`src/hdl/ckrd_pkg.sv`:
```
// shared types, constants and the crc-8 byte update for the keymap record decoder
`default_nettype none
package ckrd_pkg;

    localparam int BUTTON_COUNT_DEF = 3;
    localparam int BYTE_W           = 8;
    localparam int CFG_INDEX_W      = 1;
    localparam logic [7:0] CRC_POLY = 8'h07;
    localparam logic [7:0] CRC_TOP  = 8'h80;
    localparam logic [7:0] MARKER_RESET  = 8'h00;
    localparam logic [7:0] MAX_KEY_RESET = 8'hFF;

    typedef logic [BYTE_W-1:0] byte_t;

    typedef enum logic [2:0] {
        STATUS_OK       = 3'd0,
        STATUS_BAD_LEN  = 3'd1,
        STATUS_BAD_MARK = 3'd2,
        STATUS_BAD_CRC  = 3'd3,
        STATUS_BAD_CHORD = 3'd4
    } status_t;

    typedef enum logic [CFG_INDEX_W-1:0] {
        REG_RECORD_MARKER = 1'd0,
        REG_MAX_KEY_CODE  = 1'd1
    } cfg_index_t;

    typedef struct packed {
        logic length_ok;
        logic marker_ok;
        logic crc_ok;
    } frame_flags_t;

    function automatic byte_t crc8_feed(input byte_t crc, input byte_t b);
        byte_t c;
        c = crc ^ b;
        for (int k = 0; k < BYTE_W; k++) begin
            if ((c & CRC_TOP) != 8'h00) begin
                c = (c << 1) ^ CRC_POLY;
            end
            else begin
                c = c << 1;
            end
        end
        return c;
    endfunction

endpackage
`default_nettype wire

```
`src/hdl/ckrd_if.sv`:
```
// valid/ready channel interfaces for record bytes, results and register writes
`default_nettype none
interface ckrd_byte_if;
    logic                valid;
    logic                ready;
    ckrd_pkg::byte_t     data_byte;
    logic                final_byte;

    modport source (output valid, output data_byte, output final_byte, input ready);
    modport sink   (input valid, input data_byte, input final_byte, output ready);
endinterface

interface ckrd_result_if;
    logic                valid;
    logic                ready;
    ckrd_pkg::status_t   status;
    ckrd_pkg::byte_t     mods_first;
    ckrd_pkg::byte_t     key_first;
    ckrd_pkg::byte_t     mods_second;
    ckrd_pkg::byte_t     key_second;
    ckrd_pkg::byte_t     mods_third;
    ckrd_pkg::byte_t     key_third;

    modport source (output valid, output status, output mods_first, output key_first,
                    output mods_second, output key_second, output mods_third,
                    output key_third, input ready);
    modport sink   (input valid, input status, input mods_first, input key_first,
                    input mods_second, input key_second, input mods_third,
                    input key_third, output ready);
endinterface

interface ckrd_cfg_if;
    logic                                   valid;
    logic                                   ready;
    logic [ckrd_pkg::CFG_INDEX_W-1:0]       index;
    ckrd_pkg::byte_t                        data;

    modport source (output valid, output index, output data, input ready);
    modport sink   (input valid, input index, input data, output ready);
endinterface
`default_nettype wire

```
`src/hdl/ckrd_frame_track.sv`:
```
// per-record byte count, running crc, marker and checksum flags and payload store
`default_nettype none
module ckrd_frame_track #(
    parameter int BUTTON_COUNT = ckrd_pkg::BUTTON_COUNT_DEF
) (
    input  wire logic                   clk,
    input  wire logic                   rst_n,
    input  wire logic                   accept,
    input  wire ckrd_pkg::byte_t        data_byte,
    input  wire logic                   final_byte,
    input  wire ckrd_pkg::byte_t        record_marker,
    output ckrd_pkg::frame_flags_t      flags,
    output ckrd_pkg::byte_t             payload [2*BUTTON_COUNT]
);

    localparam int PAYLOAD_BYTES = 2 * BUTTON_COUNT;
    localparam int RECORD_BYTES  = PAYLOAD_BYTES + 2;
    localparam int CRC_COVER     = RECORD_BYTES - 1;
    localparam int COUNT_SAT     = RECORD_BYTES + 1;
    localparam int COUNT_W       = $clog2(COUNT_SAT + 1);
    localparam int PIDX_W        = $clog2(PAYLOAD_BYTES);

    logic [COUNT_W-1:0] count_reg, count_next, count_inc;
    ckrd_pkg::byte_t    crc_reg, crc_next, crc_upd;
    logic               marker_reg, marker_next, marker_upd;
    logic               match_reg, match_next, match_upd;
    logic [COUNT_W-1:0] pidx;
    logic               pwrite;
    ckrd_pkg::byte_t    payload_reg [PAYLOAD_BYTES];

    always_comb
    begin
        count_inc  = (count_reg < COUNT_W'(COUNT_SAT)) ? count_reg + 1'b1 : count_reg;
        marker_upd = (count_reg == '0) ? (data_byte == record_marker) : marker_reg;
        crc_upd    = (count_reg < COUNT_W'(CRC_COVER)) ?
                     ckrd_pkg::crc8_feed(crc_reg, data_byte) : crc_reg;
        match_upd  = (count_reg == COUNT_W'(CRC_COVER)) ? (data_byte == crc_reg) : match_reg;
        pidx       = count_reg - 1'b1;
        pwrite     = accept && (count_reg >= COUNT_W'(1))
                     && (count_reg <= COUNT_W'(PAYLOAD_BYTES));

        flags.length_ok = (count_inc == COUNT_W'(RECORD_BYTES));
        flags.marker_ok = marker_upd;
        flags.crc_ok    = match_upd;

        count_next  = count_reg;
        crc_next    = crc_reg;
        marker_next = marker_reg;
        match_next  = match_reg;
        if (accept) begin
            if (final_byte) begin
                count_next  = '0;
                crc_next    = '0;
                marker_next = 1'b0;
                match_next  = 1'b0;
            end
            else begin
                count_next  = count_inc;
                crc_next    = crc_upd;
                marker_next = marker_upd;
                match_next  = match_upd;
            end
        end
    end

    always_ff @(posedge clk or negedge rst_n)
    begin
        if (!rst_n) begin
            count_reg  <= '0;
            crc_reg    <= '0;
            marker_reg <= 1'b0;
            match_reg  <= 1'b0;
        end
        else begin
            count_reg  <= count_next;
            crc_reg    <= crc_next;
            marker_reg <= marker_next;
            match_reg  <= match_next;
        end
    end

    always_ff @(posedge clk)
    begin
        if (pwrite) begin
            payload_reg[pidx[PIDX_W-1:0]] <= data_byte;
        end
    end

    assign payload = payload_reg;

endmodule
`default_nettype wire

```
`src/hdl/crc8_keymap_record_decoder.sv`:
```
// top level of the crc-8 checked keymap record decoder
// latency: one result word appears in the cycle after the final byte is taken
// throughput: one byte word per cycle while no result waits on tx.ready; state update and checks sit between
//   the byte handshake and the result register
// reset: record state cleared, record_marker 0, max_key_code 255, no result pending
`default_nettype none
module crc8_keymap_record_decoder #(
    parameter int BUTTON_COUNT = ckrd_pkg::BUTTON_COUNT_DEF
) (
    input  wire logic    clk,
    input  wire logic    rst_n,
    ckrd_byte_if.sink    rx,
    ckrd_result_if.source tx,
    ckrd_cfg_if.sink     cfg
);

    localparam int PAYLOAD_BYTES = 2 * BUTTON_COUNT;

    ckrd_pkg::byte_t       marker_reg;
    ckrd_pkg::byte_t       max_key_reg;
    ckrd_pkg::frame_flags_t flags;
    ckrd_pkg::byte_t       payload [PAYLOAD_BYTES];
    ckrd_pkg::status_t     status;
    logic                  accept;
    logic                  chord_bad;

    logic                  out_valid_reg, out_valid_next;
    ckrd_pkg::status_t     status_reg;
    ckrd_pkg::byte_t       field_reg [PAYLOAD_BYTES];

    assign rx.ready  = !out_valid_reg || tx.ready;
    assign accept    = rx.valid && rx.ready;
    assign cfg.ready = 1'b1;

    ckrd_frame_track #(
        .BUTTON_COUNT (BUTTON_COUNT)
    ) u_track (
        .clk           (clk),
        .rst_n         (rst_n),
        .accept        (accept),
        .data_byte     (rx.data_byte),
        .final_byte    (rx.final_byte),
        .record_marker (marker_reg),
        .flags         (flags),
        .payload       (payload)
    );

    // register writes
    always_ff @(posedge clk or negedge rst_n)
    begin
        if (!rst_n) begin
            marker_reg  <= ckrd_pkg::MARKER_RESET;
            max_key_reg <= ckrd_pkg::MAX_KEY_RESET;
        end
        else if (cfg.valid) begin
            case (ckrd_pkg::cfg_index_t'(cfg.index))
                ckrd_pkg::REG_RECORD_MARKER: marker_reg  <= cfg.data;
                ckrd_pkg::REG_MAX_KEY_CODE:  max_key_reg <= cfg.data;
                default: ;
            endcase
        end
    end

    always_comb
    begin
        chord_bad = 1'b0;
        for (int j = 0; j < BUTTON_COUNT; j++) begin
            if ((payload[2*j+1] > max_key_reg)
                || ((payload[2*j] == '0) && (payload[2*j+1] == '0))) begin
                chord_bad = 1'b1;
            end
        end
        if (!flags.length_ok) begin
            status = ckrd_pkg::STATUS_BAD_LEN;
        end
        else if (!flags.marker_ok) begin
            status = ckrd_pkg::STATUS_BAD_MARK;
        end
        else if (!flags.crc_ok) begin
            status = ckrd_pkg::STATUS_BAD_CRC;
        end
        else if (chord_bad) begin
            status = ckrd_pkg::STATUS_BAD_CHORD;
        end
        else begin
            status = ckrd_pkg::STATUS_OK;
        end

        out_valid_next = out_valid_reg;
        if (accept && rx.final_byte) begin
            out_valid_next = 1'b1;
        end
        else if (tx.ready) begin
            out_valid_next = 1'b0;
        end
    end

    always_ff @(posedge clk or negedge rst_n)
    begin
        if (!rst_n) begin
            out_valid_reg <= 1'b0;
        end
        else begin
            out_valid_reg <= out_valid_next;
        end
    end

    always_ff @(posedge clk)
    begin
        if (accept && rx.final_byte) begin
            status_reg <= status;
            for (int j = 0; j < PAYLOAD_BYTES; j++) begin
                field_reg[j] <= (status == ckrd_pkg::STATUS_OK) ? payload[j] : '0;
            end
        end
    end

    assign tx.valid       = out_valid_reg;
    assign tx.status      = status_reg;
    assign tx.mods_first  = field_reg[0];
    assign tx.key_first   = field_reg[1];
    assign tx.mods_second = field_reg[2];
    assign tx.key_second  = field_reg[3];
    assign tx.mods_third  = field_reg[4];
    assign tx.key_third   = field_reg[5];

endmodule
`default_nettype wire
```
`src/flat_wrapper.sv`:
```
// flat-port wrapper written by rule: the top's interface ports become plain ports
module crc8_keymap_record_decoder_flat 
#(
    parameter int BUTTON_COUNT = ckrd_pkg::BUTTON_COUNT_DEF
)
  (clk, rst_n, rx_valid, rx_data_byte, rx_final_byte, rx_ready, tx_valid, tx_status, tx_mods_first, tx_key_first, tx_mods_second, tx_key_second, tx_mods_third, tx_key_third, tx_ready, cfg_valid, cfg_index, cfg_data, cfg_ready);
  ckrd_byte_if rx_i ();
  ckrd_result_if tx_i ();
  ckrd_cfg_if cfg_i ();
  input  wire logic clk;
  input  wire logic rst_n;
  input wire logic [$bits(rx_i.valid)-1:0] rx_valid;
  input wire logic [$bits(rx_i.data_byte)-1:0] rx_data_byte;
  input wire logic [$bits(rx_i.final_byte)-1:0] rx_final_byte;
  output wire logic [$bits(rx_i.ready)-1:0] rx_ready;
  output wire logic [$bits(tx_i.valid)-1:0] tx_valid;
  output wire logic [$bits(tx_i.status)-1:0] tx_status;
  output wire logic [$bits(tx_i.mods_first)-1:0] tx_mods_first;
  output wire logic [$bits(tx_i.key_first)-1:0] tx_key_first;
  output wire logic [$bits(tx_i.mods_second)-1:0] tx_mods_second;
  output wire logic [$bits(tx_i.key_second)-1:0] tx_key_second;
  output wire logic [$bits(tx_i.mods_third)-1:0] tx_mods_third;
  output wire logic [$bits(tx_i.key_third)-1:0] tx_key_third;
  input wire logic [$bits(tx_i.ready)-1:0] tx_ready;
  input wire logic [$bits(cfg_i.valid)-1:0] cfg_valid;
  input wire logic [$bits(cfg_i.index)-1:0] cfg_index;
  input wire logic [$bits(cfg_i.data)-1:0] cfg_data;
  output wire logic [$bits(cfg_i.ready)-1:0] cfg_ready;
  assign rx_i.valid = rx_valid;
  assign rx_i.data_byte = rx_data_byte;
  assign rx_i.final_byte = rx_final_byte;
  assign rx_ready = rx_i.ready;
  assign tx_valid = tx_i.valid;
  assign tx_status = tx_i.status;
  assign tx_mods_first = tx_i.mods_first;
  assign tx_key_first = tx_i.key_first;
  assign tx_mods_second = tx_i.mods_second;
  assign tx_key_second = tx_i.key_second;
  assign tx_mods_third = tx_i.mods_third;
  assign tx_key_third = tx_i.key_third;
  assign tx_i.ready = tx_ready;
  assign cfg_i.valid = cfg_valid;
  assign cfg_i.index = cfg_index;
  assign cfg_i.data = cfg_data;
  assign cfg_ready = cfg_i.ready;
  crc8_keymap_record_decoder #(.BUTTON_COUNT(BUTTON_COUNT)) u_core (.clk(clk), .rst_n(rst_n), .rx(rx_i), .tx(tx_i), .cfg(cfg_i));
endmodule
```
`config.mk`:
```
export PLATFORM = sky130hd
export DESIGN_NAME = crc8_keymap_record_decoder_flat
export DESIGN_NICKNAME = d
export VERILOG_FILES = /design/src/hdl/ckrd_pkg.sv /design/src/hdl/ckrd_if.sv /design/src/hdl/ckrd_frame_track.sv /design/src/hdl/crc8_keymap_record_decoder.sv /design/src/flat_wrapper.sv
export SDC_FILE = /design/constraint.sdc
export NUM_CORES = 1
export LEC_CHECK = 0
export BUFFER_PORTS_ARGS = -buffer_cell sky130_fd_sc_hd__buf_2
export CELL_PAD_IN_SITES_DETAIL_PLACEMENT = 1
export CELL_PAD_IN_SITES_GLOBAL_PLACEMENT = 1
export CORE_ASPECT_RATIO = 1.2
export CORE_MARGIN = 2
export CORE_UTILIZATION = 30
export CTS_CLUSTER_SIZE = 16
export DETAILED_ROUTE_END_ITERATION = 10
export HOLD_SLACK_MARGIN = 0.05
export PLACE_DENSITY_LB_ADDON = 0.15
export SETUP_SLACK_MARGIN = 0.05
export SYNTH_ARGS = -nofsm -noshare
export SYNTH_HDL_FRONTEND = slang
export SYNTH_HIERARCHICAL = 1
export SYNTH_SLANG_ARGS = --single-unit
```
`constraint.sdc`:
```
create_clock -name clk -period 8.3 [get_ports clk]
set_input_delay 0.415 -clock clk [delete_from_list [all_inputs] [get_ports clk]]
set_output_delay 0.415 -clock clk [all_outputs]
set_load 0.005 [all_outputs]
```
==> summary by stage <==
Drt
Across all layers, the routed design uses roughly 4000 vias. The routed length per instance is 19.7 µm. For this run, design rule violations remaining after detail routing come to 0. The first TritonRoute pass finished after 5 iterations. The routed design has between 15 and 20 mm of wire. The count of nets left with antenna violations once routing finished came out at 0. After the first detailed-routing iteration, the DRC count stood at about 220.

In the routed layout, each cell is associated on average with a via count of 4.96.

Clock network
The number of buffers inserted during clock tree synthesis is 17. TritonCTS built the clock tree. The number of buffers inserted for hold repair after clock tree synthesis is 0. The clock latency reported for the late side of the worst-skew pair is between 0.4 and 0.5 ns.

The quantity of gates resized following cts is 0. Buffers added to address setup during post-CTS repair amount to 0. The root buffer selected by CTS is clkbuf_16. Clock tree synthesis found a total of between 100 and 150 sinks.

The clock edge transition at the registers on the reported setup and hold paths is roughly 0.05 ns. The H-tree depth reported by CTS is 4. The clock passes through at most 2 buffers.

Logic synthesis
In the synthesized netlist, the number of instances is 456. The mean instance size in the synthesized netlist is 13.6 µm². By area, the combinational part of the netlist is dominated by simple AND/OR/NAND/NOR gates. The area fraction of the dominant cell type after synthesis is 0.479. The commonest register cell after synthesis is edfxtp_1. The synthesized-area fraction occupied by ao, oa, aoi and oai cells was 0.0491. After synthesis, the share of flip-flops with an asynchronous set or reset is 0.238.

Of the total synthesized cell area, the portion taken by AND, OR, NAND and NOR gates is 0.183. The count of flip-flops with a built-in enable after synthesis is 99. Of the total synthesized cell area, the portion taken by full adders, half adders and majority gates is 0.0624. By area the synthesized netlist is led by edfxtp_1 48%, dfrtp_1 9.3%, ha_1 6.2%. The post-synthesis cell type count is just under 50. The post-synthesis instance area is ~6200 µm². The number of storage elements in the synthesis netlist is 130. Counting every net in the synthesized netlist gives 510. The count of warnings emitted by yosys is 6.

The largest total area in the synthesized netlist belongs to edfxtp_1. For this run, the register share of the synthesized area comes to 0.605. The fraction of synthesized area in multiplexers is 0.0163. The xor-xnor portion of the synthesized cell area is 0.0497.

Status
The flow ran to the end, and the final reports show no timing, DRC or antenna violations.

Power
The worst voltage drop across the vdd grid is roughly 0.13 mV. The final total power is between 0.0015 and 0.002 W. The analysis attributes to cell leakage a power of ~2.8 nW. Dividing total power by cell area gives a power density of 257 nW/µm².

Final layout
The post-layout instance count excluding filler cells is slightly above 800. The filler cells instantiated in the layout total ~2200. The register area is approximately 3800 µm². The final layout contains between 500 and 600 nets. The number of antenna repair diodes is 0. The fraction of final layout cells sized beyond drive strength 1 is 0.262. The layout overhead on the synthesized area is 18.9%. The area of combinational cells with multiple inputs is around 2200 µm².

Global route
For this run the aggregate overflow at the end of global routing stands at 0. The first global-routing pass estimated ~25 mm of wire. Entering global routing, the biggest net connects between 40 and 50 pins. The initial antenna violation count came to 0. The via count of the first global-routing pass is 4169.

Across every metal layer, demand over resource in global routing totals 0.152.

STA
For the pin with the worst max-slew slack, the measured transition is between 1 and 1.5 ns. Setup total negative slack on the finished layout was measured at 0 ns. The clock skew is 0.00786 ns. The number of max-slew violations in the final report is 0. The worst max-slew margin expressed relative to the limit is 0.176. The maximum clock frequency is 0.281 GHz. Setup violations remaining at the end of the flow were counted as 0. After layout, the minimum clock period comes to 3.56 ns. The tightest hold path in the finished design has a slack of around 0.07 ns.

Setup repair after global routing left no endpoint under its margin. Dividing the final minimum period by the clock period gives 0.429. The number of endpoints with negative hold slack in the final report is 0.

Setup path
In this run the worst path has a maximum fanout of 48. The category of the critical setup timing path is register to register. STA puts the critical path data arrival time at roughly 3.8 ns. The slowest stage of the critical path is the or4_4 cell. The signal on the critical path passes through inv_1, ha_1, nand2b_1, or4_1, a2bb2oi_1, nand3_1, or4_4, nor4b_1. The type of origin of the critical path is a register. The critical path data required time is 8.49 ns. The cell family contributing the most delay on the critical path is simple AND/OR/NAND/NOR gates. The delay of the slowest critical-path stage is 0.87 ns. STA classifies the critical path endpoint as a register. The combined buffer and inverter count along the critical path is 1.

Die
The floorplan has 57 rows. The starting utilization of the core area is 0.307. Pin placement for this block handled 77 I/O pins. The die is ~140 µm wide.

In this run the standard cell core region covers between 20000 and 25000 µm². The floorplan step defined a die boundary enclosing around 22000 µm². The height of the chip is 162 µm.

Placed design
Detailed placement ended at an HPWL of 11.3 mm. The number of port buffers is 75. The placed instance count is between 700 and 800. The global placer's final weighted congestion is between 0.7 and 0.8.

Hold path
The classification of the worst-slack hold path is input port to asynchronous set/reset pin.

Flow run
The max capacitance violation total is 0.
[cell type report]
| class | count | area share |
|---|---|---|
| multi-input cells | 282 | 0.304 |
| well taps | 265 | 0.0449 |
| repair buffers | 77 | 0.0528 |
| clock buffers | 28 | 0.0689 |
| flip-flops and latches | 130 | 0.509 |
| inverters | 21 | 0.0107 |
| clock inverters | 4 | 0.00982 |
[through the flow]
stage	cell area [µm²]	util	setup slack, ns
after floorplan	6210	-	5.36
after global placement	6810	0.336	5.03
after detailed placement	6810	0.336	4.77
after CTS	7390	0.365	4.73
after global routing	7390	0.365	4.48
final	7390	0.365	4.74
[layer usage]
metal / up-vias / global-route usage / part of all wire
li1: 1867 / - / -
met1: 2027 / 0.184 / 0.43
met2: 89 / 0.264 / 0.52
met3: 19 / 0.0345 / 0.033
met4: 0 / 0.0521 / 0.019
met5: - / 0 / 0
[worst register-to-register path, cell delays in order (launching register included)]
cell and delay, ns:
dfrtp_1 0.51, inv_1 0.14, ha_1 0.38, nand2b_1 0.20, or4_1 0.42, a2bb2oi_1 0.22, nand3_1 0.14, or4_4 0.87
nor4b_1 0.45
[where the power goes]
| part | switching, W | internal (W) | total [W] |
|---|---|---|---|
| clock network | 0.000256 | 0.000478 | 0.000734 |
| registers | 0.0000431 | 0.000761 | 0.000804 |
| logic | 0.000210 | 0.000151 | 0.000362 |
[synth_stat cells (all sizes together) (13+ instances only)]
library cell and instances:
edfxtp 99, nor4b 45, nand2 41, ha 31, dfrtp 23, inv 21, xnor2 19, o21ai 16
a21oi 15, nor2 15, nor4 15, buf 14, nand4 13
[logic make-up (layout without fill, tap and decap cells)]
kind of cell / after synthesis / in the layout
adder cells (fa/ha/maj): 31 / 31
buffers and inverters: 44 / 130
AND/OR/NAND/NOR: 164 / 164
flip-flops: 130 / 130
XOR/XNOR: 27 / 27
other: 1 / 1
AO/OA/AOI/OAI: 50 / 50
multiplexers: 9 / 9
[final timing paths]
check	slack, ns	start	cells after the start	to
worst max-delay path	4.74	u_core/u_track/count_reg[0]	8	u_core/field_reg[2][0]
worst min-delay path	0.07	rst_n	1	u_core/u_track/crc_reg[6]
worst max register to register	4.74	u_core/u_track/count_reg[0]	8	u_core/field_reg[2][0]
worst min register to register	0.50	u_core/u_track/marker_reg	1	u_core/u_track/marker_reg
max in group asynchronous	7.73	rst_n	1	u_core/marker_reg[6]
min in group clk	0.23	cfg_data[0]	3	u_core/marker_reg[0]
[layout by cell type (no fill, tap or decap), types with 3 or more instances in the layout]
cell       instances
ha_1              31
a21o_1             3
xnor3_1            3
edfxtp_1          99
clkbuf_1           9
nand2b_1           5
nor4b_2           18
nor2_1            15
inv_1             20
nor4_1            15
o211ai_1           4
nor2b_1            7
dfrtp_1           23
dfstp_2            8
mux2_2             9
nor3_1             3
nand4_1           13
a21oi_1           15
xnor2_1           19
clkbuf_16         19
nand2_1           41
or3_1              4
nand3_1            6
a211oi_1           3
buf_2             75
o21ai_0           15
xor2_1             3
nor4b_1           25
Note: power is estimated with default switching activity, not from simulation.
